## src/rtl/core/fpd_pkg.sv

```systemverilog
// ----------------------------------------------------------------------------
// fpd_pkg: shared types and constants of the packet deframer
// parse phases, event and drop codes, frame constants and the result beat
// ----------------------------------------------------------------------------
package fpd_pkg;

    localparam logic [7:0] SYNC_START  = 8'hF3;
    localparam logic [7:0] SYNC_END    = 8'hF4;
    localparam logic [7:0] SERVICE_RST = 8'h5E;
    localparam logic [7:0] CMD_LOW     = 8'h01;
    localparam logic [7:0] CMD_HIGH    = 8'hF0;

    // one-hot parse phases
    typedef enum logic [8:0] {
        PH_WAIT  = 9'b0_0000_0001,
        PH_DEV   = 9'b0_0000_0010,
        PH_SRV   = 9'b0_0000_0100,
        PH_CMD   = 9'b0_0000_1000,
        PH_LENLO = 9'b0_0001_0000,
        PH_LENHI = 9'b0_0010_0000,
        PH_DATA  = 9'b0_0100_0000,
        PH_CHECK = 9'b0_1000_0000,
        PH_END   = 9'b1_0000_0000
    } phase_t;

    typedef enum logic [1:0] {
        EV_NONE    = 2'd0,
        EV_PAYLOAD = 2'd1,
        EV_DONE    = 2'd2,
        EV_DROP    = 2'd3
    } event_t;

    typedef enum logic [2:0] {
        DR_NONE     = 3'd0,
        DR_SERVICE  = 3'd1,
        DR_COMMAND  = 3'd2,
        DR_CHECKSUM = 3'd3,
        DR_END      = 3'd4
    } drop_t;

    typedef struct packed {
        logic        accepted;
        event_t      event_res;
        logic [7:0]  payload_byte;
        logic [15:0] payload_index;
        logic [7:0]  frame_device;
        logic [7:0]  frame_command;
        logic [15:0] frame_length;
        drop_t       drop_reason;
    } result_t;

endpackage

```

## src/rtl/core/framed_packet_deframer_top.sv

```systemverilog
// ----------------------------------------------------------------------------
// framed_packet_deframer_top: byte-serial packet deframer
// frame layout: start 0xF3, device, service, command, length (low byte
// first), payload, additive checksum from device through payload, end 0xF4
// usage:
// - input channel in_valid/in_ready carries one received byte per beat
// - output channel out_valid/out_ready returns exactly one result beat per
//   input beat: accepted flag, event, payload byte and index, held device
//   and command ids, frame length on completion and the drop reason
// - cfg_wr_en/cfg_wr_data write the expected service id (no read-back);
//   write it only while no beats are in flight
// - a byte taken at a clock edge is registered as its result at that same
//   edge when the result register is free; one byte per cycle is sustained
//   while the receiver takes results, set by the single parse step between the frame state and the result register
// - when the receiver stalls, one more byte is taken into a skid stage,
//   then in_ready drops until the receiver takes a result
// - reset clears the parse state to waiting for a start byte, empties both
//   result stages and sets the service id to 0x5E
// ----------------------------------------------------------------------------
module framed_packet_deframer_top
(
    input  logic        clk,
    input  logic        rst_n,

    // configuration
    input  logic        cfg_wr_en,
    input  logic [7:0]  cfg_wr_data,

    // received bytes
    input  logic        in_valid,
    output logic        in_ready,
    input  logic [7:0]  rx_byte,

    // result beats
    output logic        out_valid,
    input  logic        out_ready,
    output logic        accepted,
    output logic [1:0]  event_res,
    output logic [7:0]  payload_byte,
    output logic [15:0] payload_index,
    output logic [7:0]  frame_device,
    output logic [7:0]  frame_command,
    output logic [15:0] frame_length,
    output logic [2:0]  drop_reason
);

    logic [7:0]       service_id_reg;
    logic             in_fire;
    logic             can_load;
    fpd_pkg::result_t step_result;
    fpd_pkg::result_t out_data;

    // service id register, written whenever the enable is up
    always_ff @(posedge clk or negedge rst_n)
    begin
        if (!rst_n)
        begin
            service_id_reg <= fpd_pkg::SERVICE_RST;
        end
        else if (cfg_wr_en)
        begin
            service_id_reg <= cfg_wr_data;
        end
    end

    // a byte is taken only when a result stage is free for it
    assign in_ready = can_load;
    assign in_fire  = in_valid && can_load;

    // parse step: frame state in, result beat out
    fpd_parser u_parser
    (
        .clk        (clk),
        .rst_n      (rst_n),
        .step       (in_fire),
        .rx_byte    (rx_byte),
        .service_id (service_id_reg),
        .result     (step_result)
    );

    // result register plus skid stage toward the receiver
    fpd_skid u_skid
    (
        .clk       (clk),
        .rst_n     (rst_n),
        .load      (in_fire),
        .load_data (step_result),
        .can_load  (can_load),
        .out_valid (out_valid),
        .out_ready (out_ready),
        .out_data  (out_data)
    );

    // unpack the result beat onto its ports
    assign accepted      = out_data.accepted;
    assign event_res     = out_data.event_res;
    assign payload_byte  = out_data.payload_byte;
    assign payload_index = out_data.payload_index;
    assign frame_device  = out_data.frame_device;
    assign frame_command = out_data.frame_command;
    assign frame_length  = out_data.frame_length;
    assign drop_reason   = out_data.drop_reason;

    // a stalled input side means a result is waiting at the output
    assert property (@(posedge clk) disable iff (!rst_n)
        !in_ready |-> out_valid)
        else $error("input stalled with empty result register");

    // a drop reason goes with a drop event and only with it
    assert property (@(posedge clk) disable iff (!rst_n)
        out_valid |-> ((event_res == fpd_pkg::EV_DROP)
                       == (drop_reason != fpd_pkg::DR_NONE)))
        else $error("drop reason and event disagree");

    // dropped bytes are never marked as taken
    assert property (@(posedge clk) disable iff (!rst_n)
        (out_valid && event_res == fpd_pkg::EV_DROP) |-> !accepted)
        else $error("dropped byte marked accepted");

    // payload and completion beats always belong to a frame
    assert property (@(posedge clk) disable iff (!rst_n)
        (out_valid && (event_res == fpd_pkg::EV_PAYLOAD
                       || event_res == fpd_pkg::EV_DONE)) |-> accepted)
        else $error("frame event on a byte not accepted");

endmodule

```

## src/rtl/core/fpd_parser.sv

```systemverilog
// ----------------------------------------------------------------------------
// fpd_parser: frame parse state machine
// holds the frame state, advanced only on step, and works out the result of one byte per cycle
// ----------------------------------------------------------------------------
module fpd_parser
(
    input  logic              clk,
    input  logic              rst_n,
    input  logic              step,
    input  logic [7:0]        rx_byte,
    input  logic [7:0]        service_id,
    output fpd_pkg::result_t  result
);

    fpd_pkg::phase_t phase_reg, phase_next;
    logic [7:0]      device_reg, device_next;
    logic [7:0]      command_reg, command_next;
    logic [15:0]     length_reg, length_next;
    logic [15:0]     count_reg, count_next;
    logic [7:0]      sum_reg, sum_next;

    logic [7:0]      sum_plus;
    logic [15:0]     count_inc;
    logic [15:0]     length_full;

    assign sum_plus    = sum_reg + rx_byte;
    assign count_inc   = count_reg + 16'd1;
    assign length_full = {rx_byte, length_reg[7:0]};

    always_comb
    begin
        phase_next   = phase_reg;
        device_next  = device_reg;
        command_next = command_reg;
        length_next  = length_reg;
        count_next   = count_reg;
        sum_next     = sum_reg;

        result               = '0;
        result.event_res     = fpd_pkg::EV_NONE;
        result.drop_reason   = fpd_pkg::DR_NONE;

        unique case (phase_reg)
            fpd_pkg::PH_WAIT:
            begin
                if (rx_byte == fpd_pkg::SYNC_START)
                begin
                    phase_next      = fpd_pkg::PH_DEV;
                    result.accepted = 1'b1;
                end
            end
            fpd_pkg::PH_DEV:
            begin
                sum_next        = rx_byte;
                device_next     = rx_byte;
                phase_next      = fpd_pkg::PH_SRV;
                result.accepted = 1'b1;
            end
            fpd_pkg::PH_SRV:
            begin
                if (rx_byte == service_id)
                begin
                    sum_next        = sum_plus;
                    phase_next      = fpd_pkg::PH_CMD;
                    result.accepted = 1'b1;
                end
                else
                begin
                    phase_next         = fpd_pkg::PH_WAIT;
                    result.event_res   = fpd_pkg::EV_DROP;
                    result.drop_reason = fpd_pkg::DR_SERVICE;
                end
            end
            fpd_pkg::PH_CMD:
            begin
                sum_next = sum_plus;
                if (rx_byte >= fpd_pkg::CMD_LOW && rx_byte <= fpd_pkg::CMD_HIGH)
                begin
                    command_next    = rx_byte;
                    phase_next      = fpd_pkg::PH_LENLO;
                    result.accepted = 1'b1;
                end
                else
                begin
                    phase_next         = fpd_pkg::PH_WAIT;
                    result.event_res   = fpd_pkg::EV_DROP;
                    result.drop_reason = fpd_pkg::DR_COMMAND;
                end
            end
            fpd_pkg::PH_LENLO:
            begin
                sum_next        = sum_plus;
                length_next     = {8'd0, rx_byte};
                phase_next      = fpd_pkg::PH_LENHI;
                result.accepted = 1'b1;
            end
            fpd_pkg::PH_LENHI:
            begin
                sum_next        = sum_plus;
                length_next     = length_full;
                count_next      = '0;
                // empty payload skips straight to the checksum
                phase_next      = (length_full == 16'd0) ? fpd_pkg::PH_CHECK
                                                         : fpd_pkg::PH_DATA;
                result.accepted = 1'b1;
            end
            fpd_pkg::PH_DATA:
            begin
                sum_next             = sum_plus;
                count_next           = count_inc;
                result.event_res     = fpd_pkg::EV_PAYLOAD;
                result.payload_byte  = rx_byte;
                result.payload_index = count_reg;
                result.accepted      = 1'b1;
                if (count_inc == length_reg)
                begin
                    phase_next = fpd_pkg::PH_CHECK;
                end
            end
            fpd_pkg::PH_CHECK:
            begin
                if (rx_byte == sum_reg)
                begin
                    phase_next      = fpd_pkg::PH_END;
                    result.accepted = 1'b1;
                end
                else
                begin
                    phase_next         = fpd_pkg::PH_WAIT;
                    result.event_res   = fpd_pkg::EV_DROP;
                    result.drop_reason = fpd_pkg::DR_CHECKSUM;
                end
            end
            fpd_pkg::PH_END:
            begin
                phase_next = fpd_pkg::PH_WAIT;
                if (rx_byte == fpd_pkg::SYNC_END)
                begin
                    result.accepted     = 1'b1;
                    result.event_res    = fpd_pkg::EV_DONE;
                    result.frame_length = length_reg;
                end
                else
                begin
                    result.event_res   = fpd_pkg::EV_DROP;
                    result.drop_reason = fpd_pkg::DR_END;
                end
            end
            default:
            begin
                phase_next = fpd_pkg::PH_WAIT;
            end
        endcase

        // held ids as they stand after this byte
        result.frame_device  = device_next;
        result.frame_command = command_next;
    end

    always_ff @(posedge clk or negedge rst_n)
    begin
        if (!rst_n)
        begin
            phase_reg   <= fpd_pkg::PH_WAIT;
            device_reg  <= '0;
            command_reg <= '0;
            length_reg  <= '0;
            count_reg   <= '0;
            sum_reg     <= '0;
        end
        else if (step)
        begin
            phase_reg   <= phase_next;
            device_reg  <= device_next;
            command_reg <= command_next;
            length_reg  <= length_next;
            count_reg   <= count_next;
            sum_reg     <= sum_next;
        end
    end

endmodule

```

## src/rtl/core/fpd_skid.sv

```systemverilog
// ----------------------------------------------------------------------------
// fpd_skid: result register with skid stage
// keeps the input side running for one beat while the receiver stalls
// ----------------------------------------------------------------------------
module fpd_skid
(
    input  logic              clk,
    input  logic              rst_n,
    input  logic              load,
    input  fpd_pkg::result_t  load_data,
    output logic              can_load,
    output logic              out_valid,
    input  logic              out_ready,
    output fpd_pkg::result_t  out_data
);

    logic             out_valid_reg, out_valid_next;
    logic             skid_valid_reg, skid_valid_next;
    fpd_pkg::result_t out_data_reg, out_data_next;
    fpd_pkg::result_t skid_data_reg, skid_data_next;
    logic             out_free;

    assign can_load  = !skid_valid_reg;
    assign out_valid = out_valid_reg;
    assign out_data  = out_data_reg;
    assign out_free  = !out_valid_reg || out_ready;

    always_comb
    begin
        out_valid_next  = out_valid_reg;
        skid_valid_next = skid_valid_reg;
        out_data_next   = out_data_reg;
        skid_data_next  = skid_data_reg;
        priority if (out_free && skid_valid_reg)
        begin
            // skid full means no load this cycle
            out_data_next   = skid_data_reg;
            out_valid_next  = 1'b1;
            skid_valid_next = 1'b0;
        end
        else if (out_free)
        begin
            out_data_next  = load_data;
            out_valid_next = load;
        end
        else if (load)
        begin
            skid_data_next  = load_data;
            skid_valid_next = 1'b1;
        end
    end

    always_ff @(posedge clk or negedge rst_n)
    begin
        if (!rst_n)
        begin
            out_valid_reg  <= 1'b0;
            skid_valid_reg <= 1'b0;
        end
        else
        begin
            out_valid_reg  <= out_valid_next;
            skid_valid_reg <= skid_valid_next;
        end
    end

    always_ff @(posedge clk)
    begin
        out_data_reg  <= out_data_next;
        skid_data_reg <= skid_data_next;
    end

endmodule
```

## config.mk

```make
export PLATFORM = sky130hd
export DESIGN_NAME = framed_packet_deframer_top
export DESIGN_NICKNAME = d
export VERILOG_FILES = /design/src/rtl/core/fpd_pkg.sv /design/src/rtl/core/framed_packet_deframer_top.sv /design/src/rtl/core/fpd_parser.sv /design/src/rtl/core/fpd_skid.sv
export SDC_FILE = /design/constraint.sdc
export NUM_CORES = 1
export LEC_CHECK = 0
export BUFFER_PORTS_ARGS = -buffer_cell sky130_fd_sc_hd__buf_2
export CAP_MARGIN = 20
export CORE_AREA = 2 2 179 181
export CTS_CLUSTER_DIAMETER = 150
export CTS_CLUSTER_SIZE = 25
export DETAILED_ROUTE_END_ITERATION = 10
export DIE_AREA = 0 0 181 183
export GPL_TIMING_DRIVEN = 0
export MAX_ROUTING_LAYER = met4
export PLACE_DENSITY_LB_ADDON = 0.15
export SLEW_MARGIN = 5
export SYNTH_ARGS = -nofsm -noshare
export SYNTH_HDL_FRONTEND = slang
export SYNTH_SLANG_ARGS = --single-unit
```

## constraint.sdc

```tcl
create_clock -name clk -period 6.2 [get_ports clk]
set_clock_uncertainty 0.15 [all_clocks]
set_input_delay 0.62 -clock clk [delete_from_list [all_inputs] [get_ports clk]]
set_output_delay 0.62 -clock clk [all_outputs]
set_load 0.02 [all_outputs]
```

==> impl_results.md, run 1 <==
- Status: completed
- Yosys Warn Count: 0
- Sink Count: ~200
- Hold_ws: ~250 ps
- Routed vias/inst: 4.721
- Reg2Reg Depth: 9
- Final setup vio count: 0
- Worst VDD drop: 142.0 µV
- Netlist Area Pre-Place: ~9500 µm²
- Die height: 183 µm
- Setup bufs post-CTS: 0
- Worst slew margin: 0.4241
- Worst-path fanout max: 10
- Kind of critical path: reg2reg
- Place WS: 2751 ps
- Pre-antenna DRT Iters: 5
- Rows: 65
- HPWL Detailed: about 16 mm
- Post-route ant nets: 0
- Post-synth top area cell: edfxtp_1
- Post-synth top flop: edfxtp_1
- Worst hold path stage count: 2
- Placed insts: about 1.3k
- PD cells: approximately 330 nW/µm²
- H-tree Lvls: 4
- RSZ-0062 raised after global routing: no
- Leakage Power: 4.605 nW
- Initial antenna violation count: 0
- Slew @ Worst Pin: about 860 ps
- Post-route cell area: approximately 11000 µm²
- Layout cell share with drive strength beyond 1: 0.2492
- First-pass GRT wire length: 35.77 mm
- Hold Path Class: in2reg
- Library cells used by synthesis: 68
- Slew Viols, Final: 0
- Critical Path AT: 3180 ps
- Post-synthesis net count: around 800
- Register area: ~5600 µm²
- Cell Count, Final, Fillers Out: ~1.3k
- Largest net degree at the start of global routing: 56
- Top cell type's share of synthesized area: 0.3922
- Clock Latency Late Sink: around 450 ps
- IO buf count: 83
- Initial drt markers: 351
- Final core utilization: 0.3575
- IO Pins: 85
- # fillers: 3132
- Fin nets: 912
- Setup TNS: 0 ps
- GR Overflow Total: 0
- Max Fclk: 331.7 MHz
- Clock Tree Buf Depth: 2
- Core Region: 31230 µm²
- Die area: 33120 µm²
- Area growth syn-to-layout: 17.59%
- Starting density of the core: 0.3040
- Fin crit share: 0.4862
- Synth Register Bits: a little under 200
- Post-DP Area: 10520 µm²
- Synth async-reset ratio: 0.3769
- Final hold vios: 0
- Total CTS buffers: 17
- Period minus WS final: 3015 ps
- CP required: 6370 ps
- DRC errors left: 0
- Max cap viols: 0
- All-Layer GR Usage: 0.1455
- Die W: between 150 and 200 µm
- Area of the multi-input gates: 3598 µm²
- Critical path launch point type: flip-flop
- Clock Pin Slew Worst Setup and Hold Paths: roughly 80 ps
- Post-synthesis sequential area ratio: 0.5907
- Vias in the first global route: a little over 6k
- Tot Pwr: 3.678 mW
- Final Wtd Congestion: roughly 0.85
- Drt total wl: 22.66 mm
- EDFF count, synth: 124
- Root Driver: clkbuf_16
- CTS tree: done
- DR WL/cell: 17.47 µm
- CP endpoint kind: flip-flop
- Via count: between 6k and 7k
- Worst setup margin: approximately 3200 ps
- Antenna Cells: 0
- Synthesized area per cell: between 10 and 15 µm²
- Syn Inst Count: slightly below 800
- Synth top area cells: edfxtp_1 39%, dfrtp_1 18%, mux2_2 6.4%
[placed cells by master (no fill, tap or decap), drive strengths merged, types with 6 or more instances in the layout]
cell	Yosys	final
o31ai	7	7
nand4	9	9
dfstp	6	6
nor2b	9	9
inv	17	26
and2	43	43
nor2	75	75
xor2	11	11
nor4	13	13
ha	8	8
a21oi	18	18
o21ai	61	61
nor3	9	9
edfxtp	124	124
xnor2	26	26
nand3	12	12
buf	14	101
mux2	77	77
dfrtp	69	69
clkbuf	27	44
nand2	71	71
mux2i	13	13
nand2b	6	6
[cells in the mapped netlist, types with 7 or more instances]
cell      instances
mux2_1           19
dfrtp_1          69
nand4_1           7
edfxtp_1        124
ha_1              8
and2_1           42
buf_2             7
mux2_2           54
nor2b_1           9
o21ai_0          55
nand2_1          69
nand3_1           9
inv_1            17
mux2i_1          13
xnor2_1          26
a21oi_1          17
nor3_1            8
o31ai_1           7
xor2_1           11
nor2_1           74
clkbuf_1         27
[layer usage]
metal | vias up | global-route usage | wire length, µm
met3 | 25 | 0.02681 | 756
met5 | - | - | 0
met1 | 2979 | 0.1946 | 11050
met4 | 0 | 0.04715 | 394
li1 | 2994 | - | -
met2 | 125 | 0.2248 | 10450
[critical path, cell delays in order, from the launching register on]
cell and delay [ps]:
dfrtp_1 380, buf_6 130, nor3_1 400, and3_1 310, nand3_1 130, nor2_1 480
nor2_1 270, clkbuf_1 290, o21ai_0 230, o31ai_1 90
[worst paths after layout]
check | slack [ps] | startpoint | to
max in group asynchronous | 4800 | rst_n | u_parser.phase_reg[0]$_DFFE_PN1P_
max reg2reg | 3190 | u_parser.phase_reg[1]$_DFFE_PN0P_ | u_parser.count_reg[7]$_DFFE_PN0P_
min in group asynchronous | 450 | rst_n | service_id_reg[5]$_DFFE_PN0P_
min reg2reg | 330 | u_parser.device_reg[1]$_DFFE_PN0P_ | u_parser.device_reg[1]$_DFFE_PN0P_
max | 3190 | u_parser.phase_reg[1]$_DFFE_PN0P_ | u_parser.count_reg[7]$_DFFE_PN0P_
min | 250 | cfg_wr_data[5] | service_id_reg[5]$_DFFE_PN0P_
[kinds of logic (layout without fill, tap and decap cells)]
family | count (synthesis) | count (layout) | share of synthesized area
muxes | 90 | 90 | 0.1066
buffers and inverters | 58 | 178 | 0.03110
xor gates and xnor gates | 37 | 37 | 0.03413
and+or+nand+nor | 272 | 272 | 0.1546
adders and majority gates | 9 | 9 | 0.01265
AOI/OAI and AO/OA | 110 | 110 | 0.07024
DFF | 199 | 199 | 0.5907
[power breakdown]
group / switching (mW) / internal, mW
Combinational: 0.465 / 0.312
Clock: 0.555 / 0.655
Sequential: 0.0832 / 1.61
Total: 1.10 / 2.57
[repair_timing]
action / CTS / global route
gates resized for setup: 0 / 0
hold buffers: 1 / 0
hold endpoints to repair: 16 / 0
[area by class of cell]
cell class / count / area share
plain buffers: 41 / 0.02107
repair buffers: 88 / 0.04685
clock buffers: 17 / 0.03810
well taps: 402 / 0.04505
inverters: 17 / 0.005716
clock inverters: 15 / 0.01860
flip-flops and latches: 199 / 0.5023
multi-input cells: 518 / 0.3223
(Power assumes the default switching activity.)
==> inputs of run 2 (changes only) <==
- clock period: 6.2 -> 2.74 ns (I/O delays scaled with it)
==> run 2 against run 1 <==
Compared with the run above:
- critical path depth is 1 higher
- count of clock-buffer cells in the layout stayed put
- combinational power up 140%
- largest power group unchanged
- critical endpoint is now u_parser.phase_reg[1]$_DFFE_PN0P_
==> impl_results.md, run 2 (synthesized netlist as in run 1, its figures left out) <==
- Status: completed
- First-pass GRT wire length: 36.34 mm
- PD cells: between 700 and 800 nW/µm²
- Clock Latency Late Sink: 450 ps
- Pre-antenna DRT Iters: 5
- Slew @ Worst Pin: 794.1 ps
- CP endpoint kind: flip-flop
- Layout cell share with drive strength beyond 1: 0.2765
- Starting density of the core: 0.3040
- Vias in the first global route: 6255
- Routed length on met1: 11.36 mm
- # fillers: between 3k and 4k
- Total CTS buffers: 17
- Fin crit share: 0.9638
- Antenna Cells: 0
- DR top layer: met4
- H-tree Lvls: 4
- Tot Pwr: 8.363 mW
- Final Wtd Congestion: between 0.8 and 0.9
- Root Driver: clkbuf_16
- Routed vias/inst: between 4 and 5
- IO Pins: 85
- IO buf count: between 80 and 90
- Final hold vios: 0
- Core Region: 31230 µm²
- Final core utilization: 0.3651
- Worst-path fanout max: 6
- Critical path launch point type: flip-flop
- Critical Path AT: between 2000 and 3000 ps
- Kind of critical path: reg2reg
- DR WL/cell: 17.55 µm
- HPWL Detailed: between 15 and 20 mm
- Hold Path Class: in2async
- Slew Viols, Final: 0
- Die W: 181 µm
- Die area: about 33000 µm²
- Fin nets: 932
- Max cap viols: 0
- Worst slew margin: 0.4706
- Sink Count: 199
- Post-route ant nets: 0
- Most common cell after layout, fill and taps aside: edfxtp_1
- Met3 wire length: 769 µm
- All-Layer GR Usage: 0.1480
- Period minus WS final: between 2000 and 3000 ps
- CP required: 2930 ps
- Drt total wl: 23.11 mm
- Largest net degree at the start of global routing: 68
- Hold_ws: 101.4 ps
- Rows: 65
- GR Overflow Total: 0
- Max Fclk: 378.7 MHz
- Clock Pin Slew Worst Setup and Hold Paths: 80 ps
- Metal2 WL: 10.57 mm
- Clock Tree Buf Depth: 2
- Initial drt markers: 415
- Area growth syn-to-layout: 20.08%
- Final setup vio count: 0
- Leakage Power: 4.725 nW
- DRC errors left: 0
- CTS tree: done
- Die height: 183 µm
- Cell Count, Final, Fillers Out: 1317
- Initial antenna violation count: 0
- Worst VDD drop: 315.0 µV
- Via count: 6293
- Commonest cells after routing, fill and taps aside: 124 x edfxtp_1, 88 x buf_2, 69 x nor2_1, 67 x nand2_1, 65 x dfrtp_1
- Placed insts: 1263
-- run 2: cell count changes in the layout (fill, tap and decap cells not counted), moves of 2 or more --
| cell | delta |
|---|---|
| clkbuf_1 | -6 |
| nand2_1 | -2 |
| dfrtp_2 | +4 |
| dlygate4sd3_1 | +9 |
| nor2_1 | -4 |
| buf_4 | +12 |
| clkinvlp_4 | -2 |
| dfrtp_1 | -4 |
| nand2_2 | +2 |
| clkinv_4 | +3 |
| nor2_2 | +3 |
| clkinv_1 | +2 |
| clkbuf_2 | +5 |
-- run 2: area by class of cell --
cell class                 count  area [µm²]  area share
tap                          402       503.0     0.04412
timing repair buffer         108       688.2     0.06036
buffer                        40       246.5     0.02162
clock buffer                  17       425.4     0.03731
multi-input combinational    519        3696      0.3242
sequential                   199        5613      0.4923
clock inverter                15       165.2     0.01449
inverter                      17       63.81    0.005597
-- run 2: routing by layer --
metal / vias to the layer above / global-route usage
met5: - / -
li1: 3047 / -
met3: 27 / 0.02939
met2: 123 / 0.2248
met4: 0 / 0.05366
met1: 3096 / 0.1974
-- run 2: final timing paths --
path | start | endpoint | slack (ps) | cells past startpoint
max | u_parser.count_reg[0]$_DFFE_PN0P_ | u_parser.phase_reg[1]$_DFFE_PN0P_ | 100 | 10
min | rst_n | service_id_reg[5]$_DFFE_PN0P_ | 100 | 2
max reg2reg | u_parser.count_reg[0]$_DFFE_PN0P_ | u_parser.phase_reg[1]$_DFFE_PN0P_ | 100 | 10
min reg2reg | u_parser.device_reg[3]$_DFFE_PN0P_ | u_parser.device_reg[3]$_DFFE_PN0P_ | 340 | 2
max in group asynchronous | rst_n | u_parser.phase_reg[0]$_DFFE_PN1P_ | 1690 | 3
min in group clk | cfg_wr_en | service_id_reg[3]$_DFFE_PN1P_ | 180 | 2
-- run 2: critical path: stages (launching register included) --
cell and delay (ps):
dfrtp_2 480, ha_4 210, and4b_1 210, o41ai_2 200
a31oi_1 90, nor4_2 280, buf_4 160, nand3b_1 120
o21ai_4 190, buf_12 140, mux2_4 300
-- run 2: power breakdown --
| group | switching (mW) | internal [mW] |
|---|---|---|
| combinational | 1.09 | 0.806 |
| clock | 1.25 | 1.37 |
| sequential | 0.201 | 3.64 |
-- run 2: metrics by stage --
stage,setup TNS [ps],worst slack (ps),instance area (µm²)
floorplan,0,165.0,9505
global placement,-69330,-646.6,10420
detailed placement,-27050,-447.6,10490
CTS,0,1.302,11290
global route,-28.90,-11.96,11400
finish,0,99.05,11400
-- run 2: what timing repair did --
item | in CTS | in global routing
setup buffers | 4 | 8
pin swaps | 3 | 6
gates cloned | 0 | 1
hold buffers | 10 | 0
setup endpoints to repair | 81 | 51
endpoints found under the hold margin | 83 | 0
gates resized for setup | 15 | 21
